$ cat src/sv/sqcb_pkg.sv
// ----------------------------------------------------------------------------
// sqcb_pkg: shared types and constants for the square crop box block
// Field widths, register indexes, fixed-point constants and the command
// word passed from the controller to the datapath.
// ----------------------------------------------------------------------------
package sqcb_pkg;

  // keypoint and box field widths
  localparam int PT_W    = 17;
  localparam int FRAME_W = 13;
  localparam int POS_W   = 13;
  localparam int SIZE_W  = 12;
  localparam int CFG_IDX_W = 1;
  localparam int CFG_DATA_W = FRAME_W;

  // configuration register indexes
  localparam logic [CFG_IDX_W-1:0] CFG_FRAME_WIDTH  = 1'd0;
  localparam logic [CFG_IDX_W-1:0] CFG_FRAME_HEIGHT = 1'd1;

  localparam logic [FRAME_W-1:0] FRAME_WIDTH_RST  = 13'd640;
  localparam logic [FRAME_W-1:0] FRAME_HEIGHT_RST = 13'd480;

  // tracker clear values
  localparam logic signed [PT_W-1:0] TRACK_MAX = 17'sd65535;
  localparam logic signed [PT_W-1:0] TRACK_MIN = -17'sd65536;

  // fixed point: default input fraction bits, extra internal fraction bits
  localparam int FRAC_BITS_DEF = 4;
  localparam int EXTRA_BITS    = 15;
  // 1.4 in Q2.14
  localparam int Y_SCALE_Q14   = 22938;

  // output saturation limits
  localparam int POS_MIN  = -4096;
  localparam int POS_MAX  = 4095;
  localparam int SIZE_MAX = 4095;

  // one-hot style step commands
  typedef struct packed {
    logic track;     // fold accepted point into trackers
    logic span;      // widened box terms, clear trackers
    logic clip_x;    // top/height, clip x corner and width
    logic clip_y;    // clip y corner and height
    logic side;      // larger side of the square
    logic corner;    // square corner about clipped centre
    logic load_out;  // quotient + saturate into output register
  } cmd_t;

endpackage

$ cat src/sv/sqcb_if.sv
// ----------------------------------------------------------------------------
// sqcb_if: keypoint and box channels
// Valid/ready channels; a word moves when valid and ready are both high.
// ----------------------------------------------------------------------------
interface sqcb_point_if;
  logic                                  valid;
  logic                                  ready;
  logic signed [sqcb_pkg::PT_W-1:0]      point_x;
  logic signed [sqcb_pkg::PT_W-1:0]      point_y;
  logic                                  last_point;

  modport source (output valid, output point_x, output point_y, output last_point,
                  input ready);
  modport sink   (input valid, input point_x, input point_y, input last_point,
                  output ready);
endinterface

interface sqcb_box_if;
  logic                                  valid;
  logic                                  ready;
  logic signed [sqcb_pkg::POS_W-1:0]     box_left;
  logic signed [sqcb_pkg::POS_W-1:0]     box_top;
  logic        [sqcb_pkg::SIZE_W-1:0]    box_width;
  logic        [sqcb_pkg::SIZE_W-1:0]    box_height;

  modport source (output valid, output box_left, output box_top, output box_width,
                  output box_height, input ready);
  modport sink   (input valid, input box_left, input box_top, input box_width,
                  input box_height, output ready);
endinterface

$ cat src/sv/sqcb_ctrl.sv
// ----------------------------------------------------------------------------
// sqcb_ctrl: sequencer for the square crop box
// Takes points in idle, owns the output valid flag and, after a last point,
// walks the box computation one step per cycle, stalling only at output load.
// ----------------------------------------------------------------------------
module sqcb_ctrl (
  input  logic             clk_i,
  input  logic             rst_ni,
  input  logic             in_valid_i,
  input  logic             last_point_i,
  output logic             in_ready_o,
  input  logic             out_ready_i,
  output logic             out_valid_o,
  output sqcb_pkg::cmd_t   cmd_o
);

  localparam logic [2:0] ST_IDLE   = 3'd0;
  localparam logic [2:0] ST_SPAN   = 3'd1;
  localparam logic [2:0] ST_CLIP_X = 3'd2;
  localparam logic [2:0] ST_CLIP_Y = 3'd3;
  localparam logic [2:0] ST_SIDE   = 3'd4;
  localparam logic [2:0] ST_CORNER = 3'd5;
  localparam logic [2:0] ST_OUT    = 3'd6;

  logic [2:0] state_q, state_d;
  logic       out_valid_q, out_valid_d;
  logic       accept;

  assign in_ready_o  = (state_q == ST_IDLE);
  assign accept      = in_valid_i && in_ready_o;
  assign out_valid_o = out_valid_q;

  always_comb begin
    state_d     = state_q;
    out_valid_d = out_valid_q;
    cmd_o       = '0;
    if (out_valid_q && out_ready_i) begin
      out_valid_d = 1'b0;
    end
    case (state_q)
      ST_IDLE: begin
        cmd_o.track = accept;
        if (accept && last_point_i) begin
          state_d = ST_SPAN;
        end
      end
      ST_SPAN: begin
        cmd_o.span = 1'b1;
        state_d    = ST_CLIP_X;
      end
      ST_CLIP_X: begin
        cmd_o.clip_x = 1'b1;
        state_d      = ST_CLIP_Y;
      end
      ST_CLIP_Y: begin
        cmd_o.clip_y = 1'b1;
        state_d      = ST_SIDE;
      end
      ST_SIDE: begin
        cmd_o.side = 1'b1;
        state_d    = ST_CORNER;
      end
      ST_CORNER: begin
        cmd_o.corner = 1'b1;
        state_d      = ST_OUT;
      end
      ST_OUT: begin
        // wait here while the previous box word is still unclaimed
        if (!out_valid_q || out_ready_i) begin
          cmd_o.load_out = 1'b1;
          out_valid_d    = 1'b1;
          state_d        = ST_IDLE;
        end
      end
      default: begin
        state_d = ST_IDLE;
      end
    endcase
  end

  always_ff @(posedge clk_i or negedge rst_ni) begin
    if (!rst_ni) begin
      state_q     <= ST_IDLE;
      out_valid_q <= 1'b0;
    end else begin
      state_q     <= state_d;
      out_valid_q <= out_valid_d;
    end
  end

endmodule

$ cat src/sv/sqcb_datapath.sv
// ----------------------------------------------------------------------------
// sqcb_datapath: trackers, box arithmetic and output register
// Min/max trackers, frame size registers and the staged fixed-point box
// computation, each stage loaded on its command bit.
// ----------------------------------------------------------------------------
module sqcb_datapath #(
  parameter int FRAC_BITS = sqcb_pkg::FRAC_BITS_DEF
) (
  input  logic                                   clk_i,
  input  logic                                   rst_ni,
  input  sqcb_pkg::cmd_t                         cmd_i,
  input  logic                                   cfg_we_i,
  input  logic [sqcb_pkg::CFG_IDX_W-1:0]         cfg_idx_i,
  input  logic [sqcb_pkg::CFG_DATA_W-1:0]        cfg_data_i,
  input  logic signed [sqcb_pkg::PT_W-1:0]       point_x_i,
  input  logic signed [sqcb_pkg::PT_W-1:0]       point_y_i,
  output logic signed [sqcb_pkg::POS_W-1:0]      box_left_o,
  output logic signed [sqcb_pkg::POS_W-1:0]      box_top_o,
  output logic        [sqcb_pkg::SIZE_W-1:0]     box_width_o,
  output logic        [sqcb_pkg::SIZE_W-1:0]     box_height_o
);

  // internal units carry FRAC_BITS + EXTRA_BITS fraction bits
  localparam int W       = FRAC_BITS + 40;
  localparam int SH_ONE  = FRAC_BITS + sqcb_pkg::EXTRA_BITS;
  localparam int SH_HALF = SH_ONE + 1;
  localparam int PROD_W  = 33;

  typedef logic signed [W-1:0] wide_t;

  function automatic wide_t clip_to(input wide_t v, input wide_t hi);
    wide_t m;
    m = (v < hi) ? v : hi;
    return (m < wide_t'(0)) ? wide_t'(0) : m;
  endfunction

  // shift right, rounding toward zero
  function automatic wide_t trunc_shift(input wide_t v, input int sh);
    wide_t bias;
    wide_t sum;
    bias = (wide_t'(1) <<< sh) - wide_t'(1);
    sum  = v + (v[W-1] ? bias : wide_t'(0));
    return sum >>> sh;
  endfunction

  function automatic wide_t clamp(input wide_t v, input int lo, input int hi);
    wide_t r;
    r = v;
    if (v < wide_t'(lo)) r = wide_t'(lo);
    if (v > wide_t'(hi)) r = wide_t'(hi);
    return r;
  endfunction

  // configuration and trackers
  logic        [sqcb_pkg::FRAME_W-1:0] frame_w_q, frame_w_d;
  logic        [sqcb_pkg::FRAME_W-1:0] frame_h_q, frame_h_d;
  logic signed [sqcb_pkg::PT_W-1:0]    lx_q, lx_d, ly_q, ly_d, gx_q, gx_d, gy_q, gy_d;

  // staged box values
  wide_t              left_q, left_d, wid_q, wid_d, ysum_q, ysum_d;
  wide_t              limx_q, limx_d, limy_q, limy_d;
  logic [PROD_W-1:0]  prod_q, prod_d;
  wide_t              top_q, top_d, hgt_q, hgt_d;
  wide_t              r0_q, r0_d, r1_q, r1_d, r2_q, r2_d, r3_q, r3_d;
  wide_t              side_q, side_d, left2_q, left2_d, top2_q, top2_d;
  logic signed [sqcb_pkg::POS_W-1:0]  ol_q, ol_d, ot_q, ot_d;
  logic        [sqcb_pkg::SIZE_W-1:0] os_q, os_d;

  logic signed [sqcb_pkg::PT_W:0] dx, dy;
  wide_t                          prodw;
  wide_t                          lq, tq, sq;

  always_comb begin
    frame_w_d = frame_w_q;
    frame_h_d = frame_h_q;
    if (cfg_we_i) begin
      case (cfg_idx_i)
        sqcb_pkg::CFG_FRAME_WIDTH:  frame_w_d = cfg_data_i;
        sqcb_pkg::CFG_FRAME_HEIGHT: frame_h_d = cfg_data_i;
        default: begin
        end
      endcase
    end
  end

  always_comb begin
    lx_d = lx_q;
    ly_d = ly_q;
    gx_d = gx_q;
    gy_d = gy_q;
    if (cmd_i.track) begin
      if (point_x_i < lx_q) lx_d = point_x_i;
      if (point_y_i < ly_q) ly_d = point_y_i;
      if (point_x_i > gx_q) gx_d = point_x_i;
      if (point_y_i > gy_q) gy_d = point_y_i;
    end else if (cmd_i.span) begin
      lx_d = sqcb_pkg::TRACK_MAX;
      ly_d = sqcb_pkg::TRACK_MAX;
      gx_d = sqcb_pkg::TRACK_MIN;
      gy_d = sqcb_pkg::TRACK_MIN;
    end
  end

  // spans are never negative once the last point is folded in
  assign dx    = 18'(gx_q) - 18'(lx_q);
  assign dy    = 18'(gy_q) - 18'(ly_q);
  assign prodw = wide_t'({1'b0, prod_q});

  assign lq = clamp(trunc_shift(left2_q, SH_HALF), sqcb_pkg::POS_MIN, sqcb_pkg::POS_MAX);
  assign tq = clamp(trunc_shift(top2_q, SH_HALF), sqcb_pkg::POS_MIN, sqcb_pkg::POS_MAX);
  assign sq = clamp(trunc_shift(side_q, SH_ONE), 0, sqcb_pkg::SIZE_MAX);

  always_comb begin
    left_d  = left_q;
    wid_d   = wid_q;
    ysum_d  = ysum_q;
    limx_d  = limx_q;
    limy_d  = limy_q;
    prod_d  = prod_q;
    top_d   = top_q;
    hgt_d   = hgt_q;
    r0_d    = r0_q;
    r1_d    = r1_q;
    r2_d    = r2_q;
    r3_d    = r3_q;
    side_d  = side_q;
    left2_d = left2_q;
    top2_d  = top2_q;
    ol_d    = ol_q;
    ot_d    = ot_q;
    os_d    = os_q;
    if (cmd_i.span) begin
      // left = (5*min - max) / 4 scaled, width = 1.5 * span scaled
      left_d = ((wide_t'(lx_q) <<< 2) + wide_t'(lx_q) - wide_t'(gx_q))
               <<< (sqcb_pkg::EXTRA_BITS - 2);
      wid_d  = ((wide_t'(dx) <<< 1) + wide_t'(dx)) <<< (sqcb_pkg::EXTRA_BITS - 1);
      ysum_d = (wide_t'(ly_q) + wide_t'(gy_q)) <<< (sqcb_pkg::EXTRA_BITS - 1);
      prod_d = PROD_W'(dy[sqcb_pkg::PT_W-1:0]) * PROD_W'(sqcb_pkg::Y_SCALE_Q14);
      limx_d = (wide_t'($signed({1'b0, frame_w_q})) - wide_t'(1)) <<< SH_ONE;
      limy_d = (wide_t'($signed({1'b0, frame_h_q})) - wide_t'(1)) <<< SH_ONE;
    end
    if (cmd_i.clip_x) begin
      top_d = ysum_q - prodw;
      hgt_d = prodw <<< 1;
      r0_d  = clip_to(left_q, limx_q);
      r2_d  = clip_to(wid_q, limx_q - left_q);
    end
    if (cmd_i.clip_y) begin
      r1_d = clip_to(top_q, limy_q);
      r3_d = clip_to(hgt_q, limy_q - top_q);
    end
    if (cmd_i.side) begin
      side_d = (r2_q > r3_q) ? r2_q : r3_q;
    end
    if (cmd_i.corner) begin
      // doubled corner keeps the halving exact
      left2_d = (r0_q <<< 1) + r2_q - side_q;
      top2_d  = (r1_q <<< 1) + r3_q - side_q;
    end
    if (cmd_i.load_out) begin
      ol_d = lq[sqcb_pkg::POS_W-1:0];
      ot_d = tq[sqcb_pkg::POS_W-1:0];
      os_d = sq[sqcb_pkg::SIZE_W-1:0];
    end
  end

  always_ff @(posedge clk_i or negedge rst_ni) begin
    if (!rst_ni) begin
      frame_w_q <= sqcb_pkg::FRAME_WIDTH_RST;
      frame_h_q <= sqcb_pkg::FRAME_HEIGHT_RST;
      lx_q      <= sqcb_pkg::TRACK_MAX;
      ly_q      <= sqcb_pkg::TRACK_MAX;
      gx_q      <= sqcb_pkg::TRACK_MIN;
      gy_q      <= sqcb_pkg::TRACK_MIN;
    end else begin
      frame_w_q <= frame_w_d;
      frame_h_q <= frame_h_d;
      lx_q      <= lx_d;
      ly_q      <= ly_d;
      gx_q      <= gx_d;
      gy_q      <= gy_d;
    end
  end

  always_ff @(posedge clk_i) begin
    left_q  <= left_d;
    wid_q   <= wid_d;
    ysum_q  <= ysum_d;
    limx_q  <= limx_d;
    limy_q  <= limy_d;
    prod_q  <= prod_d;
    top_q   <= top_d;
    hgt_q   <= hgt_d;
    r0_q    <= r0_d;
    r1_q    <= r1_d;
    r2_q    <= r2_d;
    r3_q    <= r3_d;
    side_q  <= side_d;
    left2_q <= left2_d;
    top2_q  <= top2_d;
    ol_q    <= ol_d;
    ot_q    <= ot_d;
    os_q    <= os_d;
  end

  assign box_left_o   = ol_q;
  assign box_top_o    = ot_q;
  assign box_width_o  = os_q;
  assign box_height_o = os_q;

endmodule

$ cat src/sv/square_crop_box_from_keypoints.sv
// ----------------------------------------------------------------------------
// square_crop_box_from_keypoints: square crop box from a keypoint stream
// Tracks min/max of keypoints; on the last point of a set emits a widened,
// clipped, squared box in whole pixels.
// ----------------------------------------------------------------------------
//   channel   dir   word                                      moves when
//   pt_sink   in    point_x, point_y, last_point              valid && ready
//   box_src   out   box_left, box_top, box_width, box_height  valid && ready
//   cfg       in    cfg_idx_i, cfg_data_i                     cfg_we_i
//
// A point without last_point only updates the trackers.
// A last point is accepted, then five datapath steps and the output load
// follow, all walked by the controller state machine.
// The box sits in an output register; new points are taken while it waits,
// and only the output load step stalls until that register is free.
// Reset clears trackers, frame size (640 x 480) and output valid.
// ----------------------------------------------------------------------------
module square_crop_box_from_keypoints #(
  parameter int FRAC_BITS = sqcb_pkg::FRAC_BITS_DEF
) (
  input  logic                              clk_i,
  input  logic                              rst_ni,
  sqcb_point_if.sink                        pt_sink,
  sqcb_box_if.source                        box_src,
  input  logic                              cfg_we_i,
  input  logic [sqcb_pkg::CFG_IDX_W-1:0]    cfg_idx_i,
  input  logic [sqcb_pkg::CFG_DATA_W-1:0]   cfg_data_i
);

  sqcb_pkg::cmd_t cmd;
  logic           in_ready;
  logic           out_valid;

  sqcb_ctrl u_ctrl (
    .clk_i        (clk_i),
    .rst_ni       (rst_ni),
    .in_valid_i   (pt_sink.valid),
    .last_point_i (pt_sink.last_point),
    .in_ready_o   (in_ready),
    .out_ready_i  (box_src.ready),
    .out_valid_o  (out_valid),
    .cmd_o        (cmd)
  );

  sqcb_datapath #(
    .FRAC_BITS (FRAC_BITS)
  ) u_datapath (
    .clk_i        (clk_i),
    .rst_ni       (rst_ni),
    .cmd_i        (cmd),
    .cfg_we_i     (cfg_we_i),
    .cfg_idx_i    (cfg_idx_i),
    .cfg_data_i   (cfg_data_i),
    .point_x_i    (pt_sink.point_x),
    .point_y_i    (pt_sink.point_y),
    .box_left_o   (box_src.box_left),
    .box_top_o    (box_src.box_top),
    .box_width_o  (box_src.box_width),
    .box_height_o (box_src.box_height)
  );

  assign pt_sink.ready = in_ready;
  assign box_src.valid = out_valid;

endmodule

$ cat src/flat_wrapper.sv
// flat-port wrapper written by rule: the top's interface ports become plain ports
module square_crop_box_from_keypoints_flat 
#(
  parameter int FRAC_BITS = sqcb_pkg::FRAC_BITS_DEF
)
  (clk_i, rst_ni, cfg_we_i, cfg_idx_i, cfg_data_i, pt_sink_valid, pt_sink_point_x, pt_sink_point_y, pt_sink_last_point, pt_sink_ready, box_src_valid, box_src_box_left, box_src_box_top, box_src_box_width, box_src_box_height, box_src_ready);
  sqcb_point_if pt_sink_i ();
  sqcb_box_if box_src_i ();
  input  logic clk_i;
  input  logic rst_ni;
  input  logic cfg_we_i;
  input  logic [sqcb_pkg::CFG_IDX_W-1:0] cfg_idx_i;
  input  logic [sqcb_pkg::CFG_DATA_W-1:0] cfg_data_i;
  input wire logic [$bits(pt_sink_i.valid)-1:0] pt_sink_valid;
  input wire logic [$bits(pt_sink_i.point_x)-1:0] pt_sink_point_x;
  input wire logic [$bits(pt_sink_i.point_y)-1:0] pt_sink_point_y;
  input wire logic [$bits(pt_sink_i.last_point)-1:0] pt_sink_last_point;
  output wire logic [$bits(pt_sink_i.ready)-1:0] pt_sink_ready;
  output wire logic [$bits(box_src_i.valid)-1:0] box_src_valid;
  output wire logic [$bits(box_src_i.box_left)-1:0] box_src_box_left;
  output wire logic [$bits(box_src_i.box_top)-1:0] box_src_box_top;
  output wire logic [$bits(box_src_i.box_width)-1:0] box_src_box_width;
  output wire logic [$bits(box_src_i.box_height)-1:0] box_src_box_height;
  input wire logic [$bits(box_src_i.ready)-1:0] box_src_ready;
  assign pt_sink_i.valid = pt_sink_valid;
  assign pt_sink_i.point_x = pt_sink_point_x;
  assign pt_sink_i.point_y = pt_sink_point_y;
  assign pt_sink_i.last_point = pt_sink_last_point;
  assign pt_sink_ready = pt_sink_i.ready;
  assign box_src_valid = box_src_i.valid;
  assign box_src_box_left = box_src_i.box_left;
  assign box_src_box_top = box_src_i.box_top;
  assign box_src_box_width = box_src_i.box_width;
  assign box_src_box_height = box_src_i.box_height;
  assign box_src_i.ready = box_src_ready;
  square_crop_box_from_keypoints #(.FRAC_BITS(FRAC_BITS)) u_core (.clk_i(clk_i), .rst_ni(rst_ni), .pt_sink(pt_sink_i), .box_src(box_src_i), .cfg_we_i(cfg_we_i), .cfg_idx_i(cfg_idx_i), .cfg_data_i(cfg_data_i));
endmodule
$ cat config.mk
export PLATFORM = sky130hd
export DESIGN_NAME = square_crop_box_from_keypoints_flat
export DESIGN_NICKNAME = d
export VERILOG_FILES = /design/src/sv/sqcb_pkg.sv /design/src/sv/sqcb_if.sv /design/src/sv/sqcb_ctrl.sv /design/src/sv/sqcb_datapath.sv /design/src/sv/square_crop_box_from_keypoints.sv /design/src/flat_wrapper.sv
export SDC_FILE = /design/constraint.sdc
export NUM_CORES = 2
export LEC_CHECK = 0
export BUFFER_PORTS_ARGS = -buffer_cell sky130_fd_sc_hd__buf_2
export CELL_PAD_IN_SITES_DETAIL_PLACEMENT = 1
export CELL_PAD_IN_SITES_GLOBAL_PLACEMENT = 1
export CORE_MARGIN = 2
export CORE_UTILIZATION = 25
export CTS_BUF_LIST = sky130_fd_sc_hd__clkbuf_4 sky130_fd_sc_hd__clkbuf_8
export DETAILED_ROUTE_END_ITERATION = 8
export PLACE_DENSITY_LB_ADDON = 0.08
export SLEW_MARGIN = 40
export SYNTH_ARGS = -nofsm -noshare
export SYNTH_HDL_FRONTEND = slang
export SYNTH_SLANG_ARGS = --single-unit
$ cat constraint.sdc
create_clock -name clk_i -period 17 [get_ports clk_i]
set_input_delay 2.55 -clock clk_i [delete_from_list [all_inputs] [get_ports clk_i]]
set_output_delay 2.55 -clock clk_i [all_outputs]
set_load 0.05 [all_outputs]
==> impl_metrics.csv <==
group,metric,value,unit
routing,vias,32714,
final_layout,fillers,20887,
floorplan,boundaryPins,106,
clocking,cts_tree,"yes",
placed_design,place_ws,7890,ps
flow_run,cap_violations,0,
sta,slew_headroom,46.0,%
global_route,antenna_found_initial,2,
worst_setup_path,cp_common_cell,"inv_1",
routing,post_drt_wl_per_cell,19.2,um
final_layout,syn_to_final_growth,13.5,%
yosys,syn_inst,4589,
final_layout,drive_gt1_share,10.8,%
sta,drv_slew,0,
sta,finalCritPeriodShare,52.8,%
sta,setup_ws,8020,ps
run_status,outcome,"finished clean",
clocking,cts_root_buffer,"clkbuf_8",
global_route,grt_first_pass_wirelength,217,mm
yosys,ys_seq_area_share,37.3,%
routing,vias_per_cell,4.45,
clocking,hold_buffers,0,
sta,hold_violations,0,
routing,drt-initial-drc-count,1362,
yosys,synth_top_cell_area_share,31.9,%
routing,drtPass1Iterations,5,
floorplan,dieArea,189000,um^2
worst_setup_path,cp.arrival,9560,ps
sta,fin_worst_skew,57.7,ps
worst_setup_path,crit_fanout,5,
clocking,clk_latency,880,ps
worst_setup_path,worstSetupStartpointType,"flip-flop",
yosys,yosys_warnings,0,
clocking,clock-sinks,591,
worst_setup_path,slowest_stage,"a221oi_1",
yosys,postSynthAreaPerCell,10.1,um^2
worst_setup_path,slowest_delay,670,ps
sta,period_minus_slack,8980,ps
yosys,synth.cell_area,46400,um^2
routing,ant_nets,0,
clocking,post_cts_buffers,0,
clocking,cts_buffer_depth,3,
sta,tightest_slew,810,ps
final_layout,final_util,28.5,%
yosys,ys_ff_latch,591,
placed_design,dp.cells,7116,
yosys,yosys.area.top_type,"edfxtp_1",
yosys,synth.distinct_cells,78,
placed_design,hpwl,115,mm
worst_setup_path,cp-startpoint,"u_core.u_datapath.ly_q[1]$_DFFE_PN1P_",
worst_setup_path,reg2reg_to,"u_core.u_datapath.prod_q[30]$_DFFE_PP_",
worst_setup_path,worstPathRequired,17590,ps
sta,finalSetupViolations,0,
sta,tns,0,ps
worst_setup_path,r2r_slack,8020,ps
clocking,cts.clk_slew.worst_paths,60,ps
routing,drcViolationCount,0,
sta,timing.fmax,111,MHz
placed_design,globalplace.congestion,0.804,
floorplan,rows,158,
floorplan,placeableCoreArea,185000,um^2
yosys,synth_area_leaders,"edfxtp_1, ha_1, fa_1",
floorplan,die_w,435,um
yosys,yosysMostFrequentCell,"inv_1",
global_route,track_usage,14.9,%
final_layout,final-instance-count-excl-fill,7348,
global_route,first_global_vias,35236,
global_route,grt_max_degree,133,
clocking,cts_resized,0,
worst_setup_path,rr_worst_depth,32,
worst_setup_path,endpoint,"u_core.u_datapath.prod_q[30]$_DFFE_PP_",
yosys,async_reset_ff_share,16.6,%
clocking,htreeDepth,3,
routing,routed_wl,141,mm
final_layout,fin_nets,5546,
yosys,ys_top_cells_by_count,"inv_1, ha_1, edfxtp_1, nor2_1, a21oi_1",
floorplan,fp.dieH,435,um
yosys,ys.flop_type,"edfxtp_1",
worst_setup_path,timing.rr.start,"u_core.u_datapath.ly_q[1]$_DFFE_PN1P_",
clocking,cts_buffers,121,
worst_hold_path,hold_path_class,"flip-flop to flip-flop",
floorplan,start_util,25.1,%
yosys,synth_edf_count,493,
worst_setup_path,crit_path_end_kind,"flip-flop",
global_route,gr-total-overflow,0,
placed_design,io_buffers,105,
sta,rsz0062_at_grt,"false",
worst_setup_path,critPathKind,"flip-flop to flip-flop",
==> worst max-delay path: cells and delay by family (launching register included) <==
family / cells / cell delay (ps)
adder cells (fa/ha/maj): 8 / 3260
AO/OA/AOI/OAI: 15 / 3990
flip-flops: 1 / 560
XOR/XNOR: 2 / 380
buffers and inverters: 5 / 330
AND/OR/NAND/NOR: 2 / 200
==> per-stage QoR <==
step	instance area, um^2	hold WS (ps)
final	52600	439
after global routing	52600	450
after CTS	52600	453
after detailed placement	50000	437
after global placement	49900	437
after floorplan	46400	426
==> logic make-up (layout without fill, tap and decap cells) <==
| kind of cell | after synthesis | after routing | synth area share, % |
|---|---|---|---|
| AND/OR/NAND/NOR | 1048 | 1048 | 11.3 |
| adder cells (fa/ha/maj) | 732 | 732 | 22.4 |
| buffers and inverters | 821 | 1090 | 6.74 |
| AO/OA/AOI/OAI | 936 | 936 | 12.9 |
| other | 1 | 11 | 0.00808 |
| flip-flops | 591 | 591 | 37.3 |
| multiplexers | 151 | 151 | 3.52 |
| XOR/XNOR | 309 | 309 | 5.83 |
==> worst min-delay path by stage <==
stage,start,to,slack (ps),cells past startpoint
after detailed placement,u_core.u_datapath.prod_q[25]$_DFFE_PP_,u_core.u_datapath.hgt_q[26]$_DFFE_PP_,440,0
after global routing,u_core.u_datapath.prod_q[15]$_DFFE_PP_,u_core.u_datapath.hgt_q[16]$_DFFE_PP_,450,0
final,u_core.u_datapath.prod_q[15]$_DFFE_PP_,u_core.u_datapath.hgt_q[16]$_DFFE_PP_,440,0
after CTS,u_core.u_datapath.prod_q[15]$_DFFE_PP_,u_core.u_datapath.hgt_q[16]$_DFFE_PP_,450,0
after floorplan,u_core.u_datapath.prod_q[14]$_DFFE_PP_,u_core.u_datapath.hgt_q[15]$_DFFE_PP_,430,0
after global placement,u_core.u_datapath.prod_q[25]$_DFFE_PP_,u_core.u_datapath.hgt_q[26]$_DFFE_PP_,440,0
==> layout make-up <==
cell class	instances	area [um^2]	share of cell area [%]
Inverter	726	2730	5.18
Multi-Input combinational cell	3183	26100	49.6
Timing Repair Buffer	137	816	1.55
Antenna cell	4	10.0	0.0190
Clock inverter	74	609	1.16
Tap cell	2480	3100	5.90
Clock buffer	153	1940	3.68
Sequential cell	591	17300	32.9
==> state kept, by name (all words and copies together), names as in the netlist, 31 cells and up <==
register,flops
u_core.u_datapath.r2_q,31
u_core.u_datapath.prod_q,31
u_core.u_datapath.left2_q,43
u_core.u_datapath.r3_q,43
u_core.u_datapath.top_q,42
u_core.u_datapath.hgt_q,31
u_core.u_datapath.r1_q,42
u_core.u_datapath.side_q,43
u_core.u_datapath.top2_q,43
==> routing by layer <==
layer	vias to the layer above	part of all wire (%)	GRT usage, %
met5	-	0	0
met4	0	3.0	4.32
met3	181	2.4	2.08
met2	309	46	24.5
met1	15805	49	20.2
li1	16419	-	-
==> placed cells by master (no fill, tap or decap), types with 58 or more instances in the layout <==
cell type	netlist	final
nor2_1	320	316
clkbuf_8	0	126
dfrtp_1	58	58
inv_1	726	725
xor2_1	114	113
nand2_1	176	176
o21ai_0	233	232
mux2_2	96	96
xnor2_1	195	194
ha_1	565	564
and3_1	68	66
nand3_1	80	79
a21o_1	133	133
fa_1	167	167
a21oi_1	247	245
edfxtp_1	493	493
nor3_1	79	78
nand2b_1	69	68
buf_2	0	104
Power is not shown: default switching activity piles up to over one toggle a cycle in this logic, so the estimate is an artifact.
